`src/rlkd_pkg.sv`:
```
// shared types and constants for the resistor ladder key debouncer
package rlkd_pkg;

   localparam int SAMPLE_W   = 10;
   localparam int STAMP_W    = 32;
   localparam int LIMIT_W    = 11;
   localparam int SETTLE_W   = 16;
   localparam int CSR_ADDR_W = 3;
   localparam int CSR_DATA_W = 16;

   typedef enum logic [2:0] {
      KEY_NONE   = 3'd0,
      KEY_RIGHT  = 3'd1,
      KEY_UP     = 3'd2,
      KEY_DOWN   = 3'd3,
      KEY_LEFT   = 3'd4,
      KEY_SELECT = 3'd5
   } key_type;

   typedef enum logic {
      OP_POLL  = 1'b0,
      OP_CLEAR = 1'b1
   } opcode_type;

   typedef logic [CSR_ADDR_W-1:0] csr_index_type;

   localparam csr_index_type CSR_RIGHT_LIMIT  = 3'd0;
   localparam csr_index_type CSR_UP_LIMIT     = 3'd1;
   localparam csr_index_type CSR_DOWN_LIMIT   = 3'd2;
   localparam csr_index_type CSR_LEFT_LIMIT   = 3'd3;
   localparam csr_index_type CSR_SELECT_LIMIT = 3'd4;
   localparam csr_index_type CSR_SETTLE_MS    = 3'd5;

   localparam logic [LIMIT_W-1:0]  RIGHT_LIMIT_RST  = 11'd50;
   localparam logic [LIMIT_W-1:0]  UP_LIMIT_RST     = 11'd200;
   localparam logic [LIMIT_W-1:0]  DOWN_LIMIT_RST   = 11'd400;
   localparam logic [LIMIT_W-1:0]  LEFT_LIMIT_RST   = 11'd600;
   localparam logic [LIMIT_W-1:0]  SELECT_LIMIT_RST = 11'd800;
   localparam logic [SETTLE_W-1:0] SETTLE_MS_RST    = 16'd50;

endpackage

```
`src/rlkd_channels.sv`:
```
// valid/ready channel interfaces for sample, key and register write items
interface rlkd_req_if;
   logic                                valid;
   logic                                ready;
   rlkd_pkg::opcode_type                opcode;
   logic [rlkd_pkg::SAMPLE_W-1:0]       adc_sample;
   logic [rlkd_pkg::STAMP_W-1:0]        now_ms;

   modport source (output valid, output opcode, output adc_sample, output now_ms,
                   input ready);
   modport sink   (input valid, input opcode, input adc_sample, input now_ms,
                   output ready);
endinterface

interface rlkd_rsp_if;
   logic                valid;
   logic                ready;
   rlkd_pkg::key_type   pressed_key;

   modport source (output valid, output pressed_key, input ready);
   modport sink   (input valid, input pressed_key, output ready);
endinterface

interface rlkd_csr_if;
   logic                              valid;
   logic                              ready;
   rlkd_pkg::csr_index_type           index;
   logic [rlkd_pkg::CSR_DATA_W-1:0]   data;

   modport source (output valid, output index, output data, input ready);
   modport sink   (input valid, input index, input data, output ready);
endinterface

```
`src/resistor_ladder_key_debouncer_core.sv`:
```
// resistor ladder keypad classifier and debouncer, top level
// an accepted sample item passes the input register, then the classify/debounce
//   logic into the result register, which presents its key item
// throughput: 1 item per cycle unless the key sink stalls; one state update per item
// reset: synchronous, active high; clears both keys, the change stamp, the pipeline
//   valids and loads the default thresholds and settle time
module resistor_ladder_key_debouncer_core (
   input  logic        clock,
   input  logic        reset,
   rlkd_req_if.sink    req_ch,
   rlkd_rsp_if.source  rsp_ch,
   rlkd_csr_if.sink    csr_ch
);
   import rlkd_pkg::*;

   // configuration registers
   logic [LIMIT_W-1:0]  right_limit_ff;
   logic [LIMIT_W-1:0]  up_limit_ff;
   logic [LIMIT_W-1:0]  down_limit_ff;
   logic [LIMIT_W-1:0]  left_limit_ff;
   logic [LIMIT_W-1:0]  select_limit_ff;
   logic [SETTLE_W-1:0] settle_ms_ff;

   // input register stage
   logic                s1_valid_ff;
   opcode_type          s1_opcode_ff;
   logic [SAMPLE_W-1:0] s1_sample_ff;
   logic [STAMP_W-1:0]  s1_now_ff;

   // debounce state
   key_type             raw_key_ff,    raw_key_in;
   key_type             steady_key_ff, steady_key_in;
   logic [STAMP_W-1:0]  change_stamp_ff, change_stamp_in;

   // result register
   logic                rsp_valid_ff, rsp_valid_in;
   key_type             pressed_key_ff, pressed_key_in;

   logic                s1_advance;
   logic [LIMIT_W-1:0]  level;
   key_type             level_key;
   logic                key_changed;
   logic [STAMP_W-1:0]  stamp_next;
   logic [STAMP_W-1:0]  elapsed;
   logic                settled;
   logic                promote;

   // register writes are always taken, unknown indexes are dropped
   assign csr_ch.ready = 1'b1;

   always_ff @(posedge clock) begin
      if (reset) begin
         right_limit_ff  <= RIGHT_LIMIT_RST;
         up_limit_ff     <= UP_LIMIT_RST;
         down_limit_ff   <= DOWN_LIMIT_RST;
         left_limit_ff   <= LEFT_LIMIT_RST;
         select_limit_ff <= SELECT_LIMIT_RST;
         settle_ms_ff    <= SETTLE_MS_RST;
      end else if (csr_ch.valid) begin
         unique case (csr_ch.index)
            CSR_RIGHT_LIMIT:  right_limit_ff  <= csr_ch.data[LIMIT_W-1:0];
            CSR_UP_LIMIT:     up_limit_ff     <= csr_ch.data[LIMIT_W-1:0];
            CSR_DOWN_LIMIT:   down_limit_ff   <= csr_ch.data[LIMIT_W-1:0];
            CSR_LEFT_LIMIT:   left_limit_ff   <= csr_ch.data[LIMIT_W-1:0];
            CSR_SELECT_LIMIT: select_limit_ff <= csr_ch.data[LIMIT_W-1:0];
            CSR_SETTLE_MS:    settle_ms_ff    <= csr_ch.data[SETTLE_W-1:0];
            default: ;
         endcase
      end
   end

   // stage 1 moves on whenever the result register is empty or being drained
   assign s1_advance   = !rsp_valid_ff || rsp_ch.ready;
   assign req_ch.ready = !s1_valid_ff || s1_advance;

   always_ff @(posedge clock) begin
      if (reset) begin
         s1_valid_ff <= 1'b0;
      end else if (req_ch.ready) begin
         s1_valid_ff <= req_ch.valid;
      end
   end

   always_ff @(posedge clock) begin
      if (req_ch.ready && req_ch.valid) begin
         s1_opcode_ff <= req_ch.opcode;
         s1_sample_ff <= req_ch.adc_sample;
         s1_now_ff    <= req_ch.now_ms;
      end
   end

   // ladder thresholds, tested in fixed priority order; first hit wins
   assign level = {1'b0, s1_sample_ff};

   always_comb begin
      if (level < right_limit_ff) begin
         level_key = KEY_RIGHT;
      end else if (level < up_limit_ff) begin
         level_key = KEY_UP;
      end else if (level < down_limit_ff) begin
         level_key = KEY_DOWN;
      end else if (level < left_limit_ff) begin
         level_key = KEY_LEFT;
      end else if (level < select_limit_ff) begin
         level_key = KEY_SELECT;
      end else begin
         level_key = KEY_NONE;
      end
   end

   // a raw key change restarts the hold timer; elapsed wraps modulo 2^32
   assign key_changed = (level_key != raw_key_ff);
   assign stamp_next  = key_changed ? s1_now_ff : change_stamp_ff;
   assign elapsed     = s1_now_ff - stamp_next;
   assign settled     = (elapsed >= {{(STAMP_W-SETTLE_W){1'b0}}, settle_ms_ff});
   assign promote     = settled && (steady_key_ff != level_key);

   always_comb begin
      raw_key_in      = raw_key_ff;
      steady_key_in   = steady_key_ff;
      change_stamp_in = change_stamp_ff;
      pressed_key_in  = pressed_key_ff;
      if (s1_valid_ff && s1_advance) begin
         if (s1_opcode_ff == OP_CLEAR) begin
            raw_key_in      = KEY_NONE;
            steady_key_in   = KEY_NONE;
            change_stamp_in = s1_now_ff;
            pressed_key_in  = KEY_NONE;
         end else begin
            raw_key_in      = level_key;
            change_stamp_in = stamp_next;
            // a release that settles reports none, since level_key is then none
            pressed_key_in  = promote ? level_key : KEY_NONE;
            if (promote) begin
               steady_key_in = level_key;
            end
         end
      end
   end

   assign rsp_valid_in = s1_advance ? s1_valid_ff : rsp_valid_ff;

   always_ff @(posedge clock) begin
      if (reset) begin
         raw_key_ff      <= KEY_NONE;
         steady_key_ff   <= KEY_NONE;
         change_stamp_ff <= '0;
         rsp_valid_ff    <= 1'b0;
      end else begin
         raw_key_ff      <= raw_key_in;
         steady_key_ff   <= steady_key_in;
         change_stamp_ff <= change_stamp_in;
         rsp_valid_ff    <= rsp_valid_in;
      end
   end

   always_ff @(posedge clock) begin
      pressed_key_ff <= pressed_key_in;
   end

   assign rsp_ch.valid       = rsp_valid_ff;
   assign rsp_ch.pressed_key = pressed_key_ff;

   // a reported press always matches the debounced key it came from
   a_press_is_steady: assert property (@(posedge clock) disable iff (reset)
      (rsp_valid_ff && pressed_key_ff != KEY_NONE) |-> (pressed_key_ff == steady_key_ff))
      else $error("reported key differs from steady key");

   // a clear item leaves both keys at none
   a_clear_resets_keys: assert property (@(posedge clock) disable iff (reset)
      (s1_valid_ff && s1_advance && s1_opcode_ff == OP_CLEAR)
         |=> (raw_key_ff == KEY_NONE && steady_key_ff == KEY_NONE))
      else $error("clear item did not reset key state");

   // an empty result register never holds off the input side
   a_ready_when_empty: assert property (@(posedge clock) disable iff (reset)
      !rsp_valid_ff |-> req_ch.ready)
      else $error("input stalled with empty result register");

   // debounce state moves only when an item leaves stage 1
   a_state_holds_when_stalled: assert property (@(posedge clock) disable iff (reset)
      !(s1_valid_ff && s1_advance) |=> ($stable(raw_key_ff) && $stable(steady_key_ff)
         && $stable(change_stamp_ff)))
      else $error("debounce state changed without an item");

endmodule

```
`src/flat_wrapper.sv`:
```
// flat-port wrapper written by rule: the top's interface ports become plain ports
module resistor_ladder_key_debouncer_core_flat import rlkd_pkg::*;
  (clock, reset, req_ch_valid, req_ch_opcode, req_ch_adc_sample, req_ch_now_ms, req_ch_ready, rsp_ch_valid, rsp_ch_pressed_key, rsp_ch_ready, csr_ch_valid, csr_ch_index, csr_ch_data, csr_ch_ready);
  rlkd_req_if req_ch_i ();
  rlkd_rsp_if rsp_ch_i ();
  rlkd_csr_if csr_ch_i ();
  input  logic clock;
  input  logic reset;
  input wire logic [$bits(req_ch_i.valid)-1:0] req_ch_valid;
  input wire logic [$bits(req_ch_i.opcode)-1:0] req_ch_opcode;
  input wire logic [$bits(req_ch_i.adc_sample)-1:0] req_ch_adc_sample;
  input wire logic [$bits(req_ch_i.now_ms)-1:0] req_ch_now_ms;
  output wire logic [$bits(req_ch_i.ready)-1:0] req_ch_ready;
  output wire logic [$bits(rsp_ch_i.valid)-1:0] rsp_ch_valid;
  output wire logic [$bits(rsp_ch_i.pressed_key)-1:0] rsp_ch_pressed_key;
  input wire logic [$bits(rsp_ch_i.ready)-1:0] rsp_ch_ready;
  input wire logic [$bits(csr_ch_i.valid)-1:0] csr_ch_valid;
  input wire logic [$bits(csr_ch_i.index)-1:0] csr_ch_index;
  input wire logic [$bits(csr_ch_i.data)-1:0] csr_ch_data;
  output wire logic [$bits(csr_ch_i.ready)-1:0] csr_ch_ready;
  assign req_ch_i.valid = req_ch_valid;
  assign req_ch_i.opcode = req_ch_opcode;
  assign req_ch_i.adc_sample = req_ch_adc_sample;
  assign req_ch_i.now_ms = req_ch_now_ms;
  assign req_ch_ready = req_ch_i.ready;
  assign rsp_ch_valid = rsp_ch_i.valid;
  assign rsp_ch_pressed_key = rsp_ch_i.pressed_key;
  assign rsp_ch_i.ready = rsp_ch_ready;
  assign csr_ch_i.valid = csr_ch_valid;
  assign csr_ch_i.index = csr_ch_index;
  assign csr_ch_i.data = csr_ch_data;
  assign csr_ch_ready = csr_ch_i.ready;
  resistor_ladder_key_debouncer_core u_core (.clock(clock), .reset(reset), .req_ch(req_ch_i), .rsp_ch(rsp_ch_i), .csr_ch(csr_ch_i));
endmodule
```
`config.mk`:
```
export PLATFORM = sky130hd
export DESIGN_NAME = resistor_ladder_key_debouncer_core_flat
export DESIGN_NICKNAME = d
export VERILOG_FILES = /design/src/rlkd_pkg.sv /design/src/rlkd_channels.sv /design/src/resistor_ladder_key_debouncer_core.sv /design/src/flat_wrapper.sv
export SDC_FILE = /design/constraint.sdc
export NUM_CORES = 1
export LEC_CHECK = 0
export BUFFER_PORTS_ARGS = -buffer_cell sky130_fd_sc_hd__buf_4
export CAP_MARGIN = 0
export CORE_ASPECT_RATIO = 1.4
export CORE_UTILIZATION = 50
export DETAILED_ROUTE_END_ITERATION = 8
export PLACE_DENSITY = 0.78
export SYNTH_ARGS = -nofsm -noshare
export SYNTH_HDL_FRONTEND = slang
export SYNTH_SLANG_ARGS = --single-unit
```
`constraint.sdc`:
```
create_clock -name clock -period 15.15 [get_ports clock]
set_input_delay 1.515 -clock clock [delete_from_list [all_inputs] [get_ports clock]]
set_output_delay 1.515 -clock clock [all_outputs]
set_load 0.01 [all_outputs]
```
==> flow_summary.json <==
{
  "rows": 58,
  "syn-cell-area_sq_um": 9360,
  "finalPower_mw": 1.18,
  "synth_area_leaders": "dfxtp_1 (24%), edfxtp_1 (15%), ha_1 (12%), nand2_1 (9.1%), a21oi_1 (7.5%)",
  "critPathLaunchType": "flop",
  "grt_max_degree": 92,
  "p_leak_nw": 4.49,
  "finClkSkew_ps": 11.9,
  "io_buffers": 71,
  "cts.sinks": 157,
  "final_cell_mix": "nand2_1 (226), a21oi_1 (141), dfxtp_1 (111), ha_1 (89), inv_1 (83)",
  "antenna_left": 0,
  "grt_use_total_pct": 24.6,
  "cts_resized": 0,
  "final_net_count": 1307,
  "finalMaxSlewViolations": 0,
  "die_y_um": 164,
  "peakVddDrop_v": 0.0000757,
  "rsz0062_at_grt": "no",
  "antenna_found_initial": 0,
  "core_sq_um": 18100,
  "postCtsSetupBuffers": 0,
  "wl_um": 22800,
  "cp-end-kind": "flop",
  "r2r-start": "u_core.s1_sample_ff[9]",
  "hold_viol_final": 0,
  "routabilityCongestion": 0.927,
  "cts_root_buffer": "clkbuf_16",
  "yosysSeqAreaShare_pct": 38.5,
  "area_delta_synth_final_pct": 13.7,
  "cts_tree": "done",
  "netlist_instances": 1104,
  "floorplan.initialDensity_pct": 51.6,
  "synth_edf_count": 46,
  "async_flop_share_pct": 0,
  "final_common_cell": "nand2_1",
  "drt-wirelength-per-cell_um": 16.3,
  "diodes": 0,
  "path_max_fanout": 9,
  "setup_viol": 0,
  "pin_count": 73,
  "holdBufCountCts": 0,
  "yosys_warnings": 0,
  "die_area_sq_um": 19300,
  "cts_made_buffers": 17,
  "drv_cap": 0,
  "max_slew_margin_pct": 23.2,
  "via_count": 7891,
  "status": "finished, final reports clean",
  "cpPeakStageDelay_ps": 500,
  "avgSynthCellArea_sq_um": 8.48,
  "drtIter0Drc": 388,
  "synth_top_area_share_pct": 23.7,
  "hp-class": "flop to flop",
  "worstMarginPinSlew_ps": 1150,
  "cp.required_ps": 15330,
  "worstSetupPathType": "flop to flop",
  "grt_first_pass_wirelength_um": 37200,
  "ys_seq_elements": 157,
  "clkTransAtPathRegs_ps": 70,
  "finalCriticalPeriod_ps": 8230,
  "htreeDepth": 4,
  "hold_ws_ps": 454,
  "hold_start": "u_core.down_limit_ff[2]",
  "slowest_stage": "or3b_1",
  "cp_common_cell": "o21ai_0",
  "dp_hpwl_um": 16600,
  "grt_overflow": 0,
  "cp-startpoint": "u_core.s1_sample_ff[9]",
  "max_freq_mhz": 122,
  "clockBufferDepth": 2,
  "grt_pass1_vias": 7700,
  "power.density_nw_per_um2": 111,
  "drcViolationCount": 0,
  "avgViaCountPerCell": 5.62,
  "fp.dieW_um": 118,
  "synth_nets": 1261,
  "ys_types": 69,
  "ys_dominant_reg_cell": "dfxtp_1",
  "clock_latency_ps": 440,
  "finalSetupTns_ps": 0,
  "drive_above_1_share_pct": 10.8,
  "min_period_over_period_pct": 54.3,
  "drt-pass1-iter-count": 5,
  "worstPathArrival_ps": 8410,
  "yosysTopAreaCell": "dfxtp_1"
}
==> power by group <==
part           switching, mW  internal, mW
clock network          0.192         0.242
registers             0.0132         0.451
logic                  0.165         0.120
==> sequential cells by signal (all words and copies together) (netlist names) <==
name                       count
u_core.s1_now_ff              32
u_core.rsp_ch.valid            1
u_core.raw_key_ff              3
u_core.settle_ms_ff           16
u_core.right_limit_ff         11
u_core.left_limit_ff          11
u_core.rsp_ch.pressed_key      3
u_core.steady_key_ff           3
u_core.s1_opcode_ff            1
u_core.s1_valid_ff             1
u_core.change_stamp_ff        32
u_core.up_limit_ff            11
u_core.s1_sample_ff           10
u_core.select_limit_ff        11
u_core.down_limit_ff          11
==> cells by family after synthesis <==
kind of cell / share of synthesized area, %
and+or+nand+nor: 18.5
buffers and inverters: 5.36
DFF: 38.5
adders and majority gates: 12.4
AOI/OAI and AO/OA: 19.0
other: 0.0401
muxes: 3.10
xor gates and xnor gates: 3.09
==> cell type report <==
cell class / instances / area [sq um]
fillers: 1633 / 7510
multi-input cells: 816 / 5260
flip-flops and latches: 157 / 3600
repair buffers: 75 / 563
clock buffers: 18 / 450
inverters: 83 / 312
well taps: 240 / 300
clock inverters: 14 / 143
==> routing by layer <==
metal  part of all wire, %  GRT usage [%]  wire length, um
met3                   4.4           3.99             1010
met4                   4.8           14.3             1090
met1                    39           26.1             8960
met5                     0              0                0
met2                    52           46.0            11800
==> stage by stage <==
stage / area [sq um] / cells / utilization [%] / setup WS (ps)
floorplan: 9360 / 1104 / - / 7690
global placement: 10000 / 1371 / 55.4 / 7220
detailed placement: 10000 / 1371 / 55.4 / 6910
CTS: 10600 / 1403 / 58.6 / 6880
global route: 10600 / 1403 / 58.6 / 6340
finish: 10600 / 1403 / 58.6 / 6920
==> worst paths after layout <==
path                             endpoint  slack [ps]  depth (start not counted)
min reg2reg       u_core.down_limit_ff[2]         450                          2
max reg2reg  u_core.rsp_ch.pressed_key[2]        6920                         30
min               u_core.down_limit_ff[2]         450                          2
max          u_core.rsp_ch.pressed_key[2]        6920                         30
==> critical path, delay by kind of cell (launching register included) <==
kind	cells	cell delay, ps
flip-flops	1	480
AO/OA/AOI/OAI	13	3120
AND/OR/NAND/NOR	10	2510
buffers and inverters	1	50
XOR/XNOR	1	170
adder cells (fa/ha/maj)	5	1650
==> cell usage after synthesis, types with 15 or more instances <==
library cell  count
dfxtp_1         111
a21oi_1         141
nand2_1         226
nand2b_1         15
clkbuf_1         39
xnor2_1          23
nor2_1           45
ha_1             89
o21ai_0          25
edfxtp_1         46
inv_1            83
mux2i_1          29
a21o_1           30
Power figures use the tool's default switching activity.
